===== config.mk =====
export PLATFORM = sky130hd
export DESIGN_NAME = mafd_div
export DESIGN_NICKNAME = d
export VERILOG_FILES = /design/src/hw/rtl/mafd_pkg.sv /design/src/hw/rtl/mafd_div.sv
export SDC_FILE = /design/constraint.sdc
export NUM_CORES = 1
export LEC_CHECK = 0
export BUFFER_PORTS_ARGS = -buffer_cell sky130_fd_sc_hd__buf_4
export CAP_MARGIN = 20
export CORE_UTILIZATION = 40
export DETAILED_ROUTE_END_ITERATION = 10
export PLACE_DENSITY = 0.67
export SETUP_SLACK_MARGIN = 0.02
export SLEW_MARGIN = 10
export SYNTH_ARGS = -nofsm -noshare
export SYNTH_HDL_FRONTEND = slang
export SYNTH_SLANG_ARGS = --single-unit

===== constraint.sdc =====
create_clock -name clock -period 7.1 [get_ports clock]
set_input_delay 1.42 -clock clock [delete_from_list [all_inputs] [get_ports clock]]
set_output_delay 1.42 -clock clock [all_outputs]
set_load 0.02 [all_outputs]

===== src/hw/rtl/mafd_pkg.sv =====
// shared types and constants of the acceleration/deceleration filter
// no dependencies; imported by the divider, the top level and the bench
package mafd_pkg;

   localparam int MA_DEPTH   = 256;
   localparam int PTR_W      = $clog2(MA_DEPTH);
   localparam int LEN_W      = $clog2(MA_DEPTH + 1);
   localparam int CSR_IDX_W  = 3;
   localparam int CSR_DATA_W = 31;

   localparam logic [1:0] MODE_NONE = 2'd0;
   localparam logic [1:0] MODE_MA   = 2'd1;
   localparam logic [1:0] MODE_EXP  = 2'd2;

   localparam logic [CSR_IDX_W-1:0] REG_EXP_GAIN    = 3'd0;
   localparam logic [CSR_IDX_W-1:0] REG_EXP_BIAS    = 3'd1;
   localparam logic [CSR_IDX_W-1:0] REG_FRAC_SHIFT  = 3'd2;
   localparam logic [CSR_IDX_W-1:0] REG_MA_TAPS     = 3'd3;
   localparam logic [CSR_IDX_W-1:0] REG_INTERP_LOG2 = 3'd4;

   typedef enum logic [3:0] {
      S_IDLE,
      S_MODE,
      S_MA0,
      S_MA1,
      S_MADIV,
      S_INTERP,
      S_EXP1,
      S_EXP2,
      S_EXP3,
      S_EXP4,
      S_OUT
   } mafd_state_type;

endpackage


===== src/hw/rtl/mafd_div.sv =====
// iterative signed divider, one quotient bit per cycle, truncating toward zero
// depends on mafd_pkg
module mafd_div (
   input  logic                         clock,
   input  logic                         reset,
   input  logic                         start,
   input  logic [31:0]                  dividend,
   input  logic [mafd_pkg::LEN_W-1:0]   divisor,
   output logic                         done,
   output logic [31:0]                  quotient,
   output logic [31:0]                  remainder
);
   import mafd_pkg::*;

   logic                busy_ff, busy_in;
   logic                done_ff, done_in;
   logic                neg_ff, neg_in;
   logic [4:0]          cnt_ff, cnt_in;
   logic [31:0]         a_ff, a_in;
   logic [LEN_W-1:0]    r_ff, r_in;
   logic [LEN_W-1:0]    div_ff, div_in;

   always_comb begin
      logic [LEN_W:0] r2;
      logic           ge;
      busy_in = busy_ff;
      done_in = 1'b0;
      neg_in  = neg_ff;
      cnt_in  = cnt_ff;
      a_in    = a_ff;
      r_in    = r_ff;
      div_in  = div_ff;
      r2      = {r_ff, a_ff[31]};
      ge      = r2 >= {1'b0, div_ff};
      if (start) begin
         busy_in = 1'b1;
         neg_in  = dividend[31];
         a_in    = dividend[31] ? (32'd0 - dividend) : dividend;
         r_in    = '0;
         cnt_in  = '0;
         div_in  = divisor;
      end else if (busy_ff) begin
         r_in   = ge ? LEN_W'(r2 - {1'b0, div_ff}) : LEN_W'(r2);
         a_in   = {a_ff[30:0], ge};
         cnt_in = cnt_ff + 5'd1;
         if (cnt_ff == 5'd31) begin
            busy_in = 1'b0;
            done_in = 1'b1;
         end
      end
   end

   always_ff @(posedge clock) begin
      if (reset) begin
         busy_ff <= 1'b0;
         done_ff <= 1'b0;
         cnt_ff  <= '0;
      end else begin
         busy_ff <= busy_in;
         done_ff <= done_in;
         cnt_ff  <= cnt_in;
      end
      neg_ff <= neg_in;
      a_ff   <= a_in;
      r_ff   <= r_in;
      div_ff <= div_in;
   end

   assign done      = done_ff;
   assign quotient  = neg_ff ? (32'd0 - a_ff) : a_ff;
   assign remainder = neg_ff ? (32'd0 - 32'(r_ff)) : 32'(r_ff);

   a_start_idle: assert property (@(posedge clock) disable iff (reset) start |-> !busy_ff)
      else $error("divider started while busy");
   a_start_div: assert property (@(posedge clock) disable iff (reset) start |-> divisor != '0)
      else $error("divider started with zero divisor");
   a_rem_lt: assert property (@(posedge clock) disable iff (reset) done_ff |-> r_ff < div_ff)
      else $error("divider remainder not below divisor");

endmodule


==> metrics.csv, run 1 <==
metric,value,unit
status,"finished, final reports clean",
yosysTopAreaCellShare,0.2950,
route.detailed.drc,0,
initialDrtViolationCount,139,
dpl_cell_area,0.005031,mm^2
cts_max_path_buffers,2,
ys_ff_latch,58,
tightest_slew,0.8934,ns
num-fill-cells,953,
drive_gt1_frac,0.2389,
gr-usage-all-layers,0.1951,
slowest_stage,or4_4,
synth-main-ff-cell,edfxtp_1,
holdWs,0.5148,ns
antenna_found_initial,0,
relSlewSlack,0.3998,
viasPerCell,5.272,
fin_nets,620,
cts.sinks,58,
postRouteWirelength,10.52,mm
worst-path-buf-inv,1,
finalClockSkew,0.007365,ns
ir_drop,0.1075,mV
cp.arrival,2.93,ns
die-area,0.01111,mm^2
finalSetupViolCount,0,
placed_cells,686,
critPathTopFamily,simple AND/OR/NAND/NOR gates,
synthTopCellsByArea,"edfxtp_1, xnor2_1, dfxtp_1, xor2_1, a21oi_1",
r2r_slack,4.68,ns
cellPowerDensity,211.6,mW/mm^2
n_antenna_cell,0,
finalCritPeriodShare,0.6131,
cts_buffers,9,
cts_resized,0,
synth_top_area_cell,edfxtp_1,
min_path_type,register to register,
postRouteAntennaNets,0,
clk_pin_slew_worst_paths,0.06,ns
design_area,0.005216,mm^2
start_util,0.4141,
routedWlPerCell,15.01,um
pin_count,109,
rows,37,
path_cells,nor4_4 -> nand3b_2 -> or4_4 -> or3_4 -> o41ai_2 -> xnor2_1 -> buf_4,
clock_latency,0.35,ns
grt-ovfl-total,0,
grt_pass1_vias,3538,
synth-warning-count,0,
area_growth,22.01,%
cts_tree,built,
fin_crit,4.353,ns
worstPathMaxFanout,6,
hpwl,7.826,mm
drv_cap,0,
post-cts-setup-buffers,0,
vias,3696,
layout_common_cells,"buf_4, nor2_1, xnor2_1",
h-tree-depth,3,
place_congestion,0.8733,
dr.pass1.iters,4,
synth_edf_count,42,
slowest_delay,0.55,ns
final_util,0.5053,
hold_violations,0,
grt_max_degree,80,
start_kind,register,
synth.distinct_cells,51,
coreArea,0.01032,mm^2
leakage,2.119,nW
instances_no_fill,701,
async_flop_share,0,
fmax,229.7,MHz
yosysSeqAreaShare,0.3699,
finalMaxSlewViolations,0,
worstSetupPathType,register to output pin,
root_buffer,clkbuf_8,
endpoint_kind,output pin,
rsz0062_at_grt,false,
synth_cells,481,
hold_buffers,0,
final_common_cell,buf_4,
synth_area,0.004275,mm^2
die_x,105.4,um
port_buffers,108,
setup-tns-final,0,ns
die_h,105.4,um
grt_first_pass_wirelength,17.02,mm
syn_area_per_cell,8.888,um^2
worstPathRequired,5.68,ns
syn_nets,540,
metrics by stage:
step / setup slack, ns / power, mW
3_5_place_dp: 3.104 / 0.8102
2_1_floorplan: 3.325 / 0.6793
6_report: 2.747 / 1.104
4_1_cts: 2.707 / 1.112
3_3_place_gp: 3.193 / 0.8032
5_1_grt: 2.540 / 1.157
worst paths after layout:
path | start | end | cells after the start
hold reg to reg | cnt_ff[3] | cnt_ff[3] | 2
setup reg to reg | a_ff[31] | r_ff[8] | 10
hold / removal | cnt_ff[3] | cnt_ff[3] | 2
setup / recovery | a_ff[5] | quotient[28] | 7
cell usage after synthesis (6+ instances only):
master / n
or4_1: 7
clkbuf_1: 17
a21oi_1: 37
nand2_1: 38
o21ai_0: 28
o31ai_1: 22
nand3_1: 8
xnor2_1: 44
dfxtp_1: 16
inv_1: 25
nand4_1: 6
edfxtp_1: 42
or3_1: 13
ha_1: 14
nor3_1: 9
nor2_1: 48
buf_4: 24
xor2_1: 32
final cells by class:
class                   instances  area [um^2]  area share
well taps                     136        170.2     0.03262
clock buffers                  12        145.1     0.02782
flip-flops and latches         58         1582      0.3032
clock inverters                 3        40.04    0.007676
repair buffers                111        833.3      0.1598
multi-input cells             356         2352      0.4509
inverters                      25        93.84     0.01799
state kept, by name, summed over array words and instances, names as in the netlist:
name     count
r_ff         9
cnt_ff       5
done         1
busy_ff      1
a_ff        32
div_ff       9
neg_ff       1
tightest hold or removal path: stages (launching register included):
cell and delay, ns:
dfxtp_1 0.34, xor2_1 0.07, nor2_1 0.07
report_power, final:
part	leakage (nW)	total, mW	switching (mW)	internal, mW
combinational	1.48	0.366	0.205	0.161
clock	0.0962	0.301	0.133	0.169
sequential	0.542	0.436	0.0370	0.399
total	2.12	1.10	0.374	0.729
cells by family (layout without fill, tap and decap cells):
| family | count (synthesis) | count (layout) | share of synthesized area |
|---|---|---|---|
| and+or+nand+nor | 151 | 151 | 0.1774 |
| AOI/OAI and AO/OA | 109 | 109 | 0.1598 |
| xor gates and xnor gates | 76 | 76 | 0.1557 |
| buffers and inverters | 67 | 151 | 0.07989 |
| DFF | 58 | 58 | 0.3699 |
| adders and majority gates | 15 | 15 | 0.04565 |
| muxes | 5 | 5 | 0.01171 |
metal layers:
layer	track usage	part of all wire	vias to the layer above
li1	-	-	1846
met1	0.2493	0.45	1744
met2	0.3210	0.49	90
met3	0.04576	0.047	16
met4	0.07042	0.019	0
met5	0	0	-
Power figures use the tool's default switching activity.
==> inputs of run 2 (changes only) <==
Settings changed: ABC_AREA set to 1, PLACE_DENSITY 0.67 to 0.68.
Clock period 7.1 ns to 3.8 ns, I/O delays scaled along.
==> run 2 against run 1 <==
Register-to-register slack worse by 3.1 ns. Synthesized cell count up 53%. Routed wire length grew 26%. Via count grew 32%. Worst setup slack lost 1.8 ns. Critical path depth up 2. Clock power grew to 2.7 times the previous value. Die area increased by 17%. Largest cell class unchanged. Highest routed layer unchanged.
==> metrics.csv, run 2 <==
metric,value,unit
finalClockSkew,0.005519,ns
route.detailed.drc,0,
grt_pass1_vias,4362,
setup-tns-final,0,ns
leakage,2.966,nW
placed_cells,975,
worst_path_most_repeated_cell,nand2_1,
place_congestion,0.8927,
cts_buffers,9,
critPathLaunch,a_ff[0],
critPathTopFamily,simple AND/OR/NAND/NOR gates,
postRouteAntennaNets,0,
gr-usage-all-layers,0.2104,
coreArea,0.01211,mm^2
slowest_stage,edfxtp_1,
synth_cells,735,
clk_pin_slew_worst_paths,0.05,ns
post-cts-setup-buffers,0,
drv_cap,0,
root_buffer,clkbuf_16,
min_path_type,register to register,
drive_gt1_frac,0.1871,
fmax,348.8,MHz
h-tree-depth,3,
fin_nets,877,
worstPathRequired,3.04,ns
hpwl,10.40,mm
slowest_delay,0.44,ns
cts_resized,0,
cp.depth,9,
holdWs,0.4641,ns
reg2reg_from,a_ff[31],
area_growth,22.04,%
n_antenna_cell,0,
synth.distinct_cells,41,
synth_area,0.005024,mm^2
min_from,cnt_ff[4],
relSlewSlack,0.5133,
worstSetupPathType,register to output pin,
ys_ff_latch,58,
clock_latency,0.33,ns
cp.arrival,2.11,ns
syn_nets,794,
dp_slack,0.9592,ns
die-area,0.01301,mm^2
layout_common_cells,"nand2_1, buf_4, inv_1",
ir_drop,0.2168,mV
cts.sinks,58,
worst-path-buf-inv,2,
viasPerCell,4.907,
synth_top_area_cell,edfxtp_1,
vias,4863,
yosysMostFrequentCell,nand2_1,
yosysTopAreaCellShare,0.2511,
start_kind,register,
rr_worst_depth,12,
grt_max_degree,43,
final_common_cell,nand2_1,
pin_count,109,
dr.pass1.iters,5,
path_cells,inv_1 -> ha_1 -> nand4_2 -> nor2_2 -> nand2_1 -> nand2_1 -> o21ai_1 -> xor2_1 -> buf_4,
port_buffers,108,
endpoint_kind,output pin,
hold_buffers,0,
largest_reg_flops,32,
die_h,114.1,um
tightest_slew,0.7293,ns
synth-main-ff-cell,edfxtp_1,
fin_crit,2.867,ns
largest-register,a_ff,
reg_top3,"a_ff: 32 flops, div_ff: 9 flops, r_ff: 9 flops",
die_x,114.1,um
grt-ovfl-total,0,
cts_max_path_buffers,2,
synth_edf_count,42,
initialDrtViolationCount,386,
ys_top_cells_by_count,"nand2_1, inv_1, nor2_1",
antenna_found_initial,0,
status,"finished, final reports clean",
instances_no_fill,991,
rows,40,
rsz0062_at_grt,false,
setup_ws,0.9328,ns
cts_tree,built,
synthTopCellsByArea,"edfxtp_1, nand2_1, nand3_1, inv_1, dfxtp_1",
postRouteWirelength,13.23,mm
synth-warning-count,0,
final_util,0.5062,
grt_first_pass_wirelength,21.22,mm
syn_area_per_cell,6.835,um^2
worstPathMaxFanout,4,
hold_violations,0,
async_flop_share,0,
cellPowerDensity,392.1,mW/mm^2
finalSetupViolCount,0,
finalCritPeriodShare,0.7545,
yosysSeqAreaShare,0.3148,
start_util,0.4148,
whs_path_depth,2,
routedWlPerCell,13.35,um
finalMaxSlewViolations,0,
[run 2: cell types whose count changed in the layout (fill, tap and decap cells not counted), sizes merged, moves of 9 or more]
cell   previous run  this run
nand2            38       188
a21oi            37        17
nand4             6        15
nand3             8        84
o31ai            23         1
or3              15         0
inv              25       102
nor2             48        93
o21ai            28        52
xnor2            44        10
[run 2: path summary, 6_finish.rpt]
kind                                      to  slack [ns]
worst max-delay path            quotient[12]        0.93
worst min-delay path               cnt_ff[4]        0.46
worst max register to register       a_ff[0]        1.59
worst min register to register     cnt_ff[4]        0.46
[run 2: layout make-up]
type	instances	area, um^2
clock buffer	15	299.0
clock inverter	1	5.005
fill	1227	5981
inverter	103	386.6
multi-input combinational	535	2815
sequential	58	1582
tap	168	210.2
timing repair buffer	111	833.3
[run 2: stage by stage]
step                      power [mW]  cell area, um^2
after CTS                      2.416             6128
final                          2.404             6131
after global routing           2.517             6131
after floorplan                1.341             5024
after detailed placement       1.611             5824
after global placement         1.603             5824
[run 2: report_power, final]
part	switching [mW]	leakage [nW]	internal, mW
logic	0.490	2.26	0.302
clock network	0.271	0.151	0.533
registers	0.0600	0.555	0.749
[run 2: logic make-up after synthesis]
kind of cell	after synthesis	share of synthesized area
adder cells (fa/ha/maj)	15	0.03885
flip-flops	58	0.3148
buffers and inverters	142	0.1253
AND/OR/NAND/NOR	395	0.3569
AO/OA/AOI/OAI	81	0.08743
XOR/XNOR	44	0.07671
[run 2: routing by layer]
| metal | vias to the layer above | share of wire | global-route usage | wire length [um] |
|---|---|---|---|---|
| met1 | 2148 | 0.48 | 0.3074 | 6414 |
| met2 | 176 | 0.44 | 0.3168 | 5774 |
| met4 | 0 | 0.014 | 0.07013 | 183 |
| li1 | 2528 | - | - | - |
| met5 | - | 0 | 0 | 0 |
| met3 | 11 | 0.065 | 0.03123 | 856 |
[run 2: worst register-to-register path, stage by stage (launching register included)]
cell and delay, ns:
edfxtp_1 0.38, inv_1 0.13, ha_1 0.16, inv_1 0.06, fa_1 0.41, nand3_1 0.11
nand3_2 0.10, nand2_1 0.09, nand2_2 0.08, nand3_4 0.14, nand2_4 0.15, nand2_1 0.10
o21ai_0 0.07
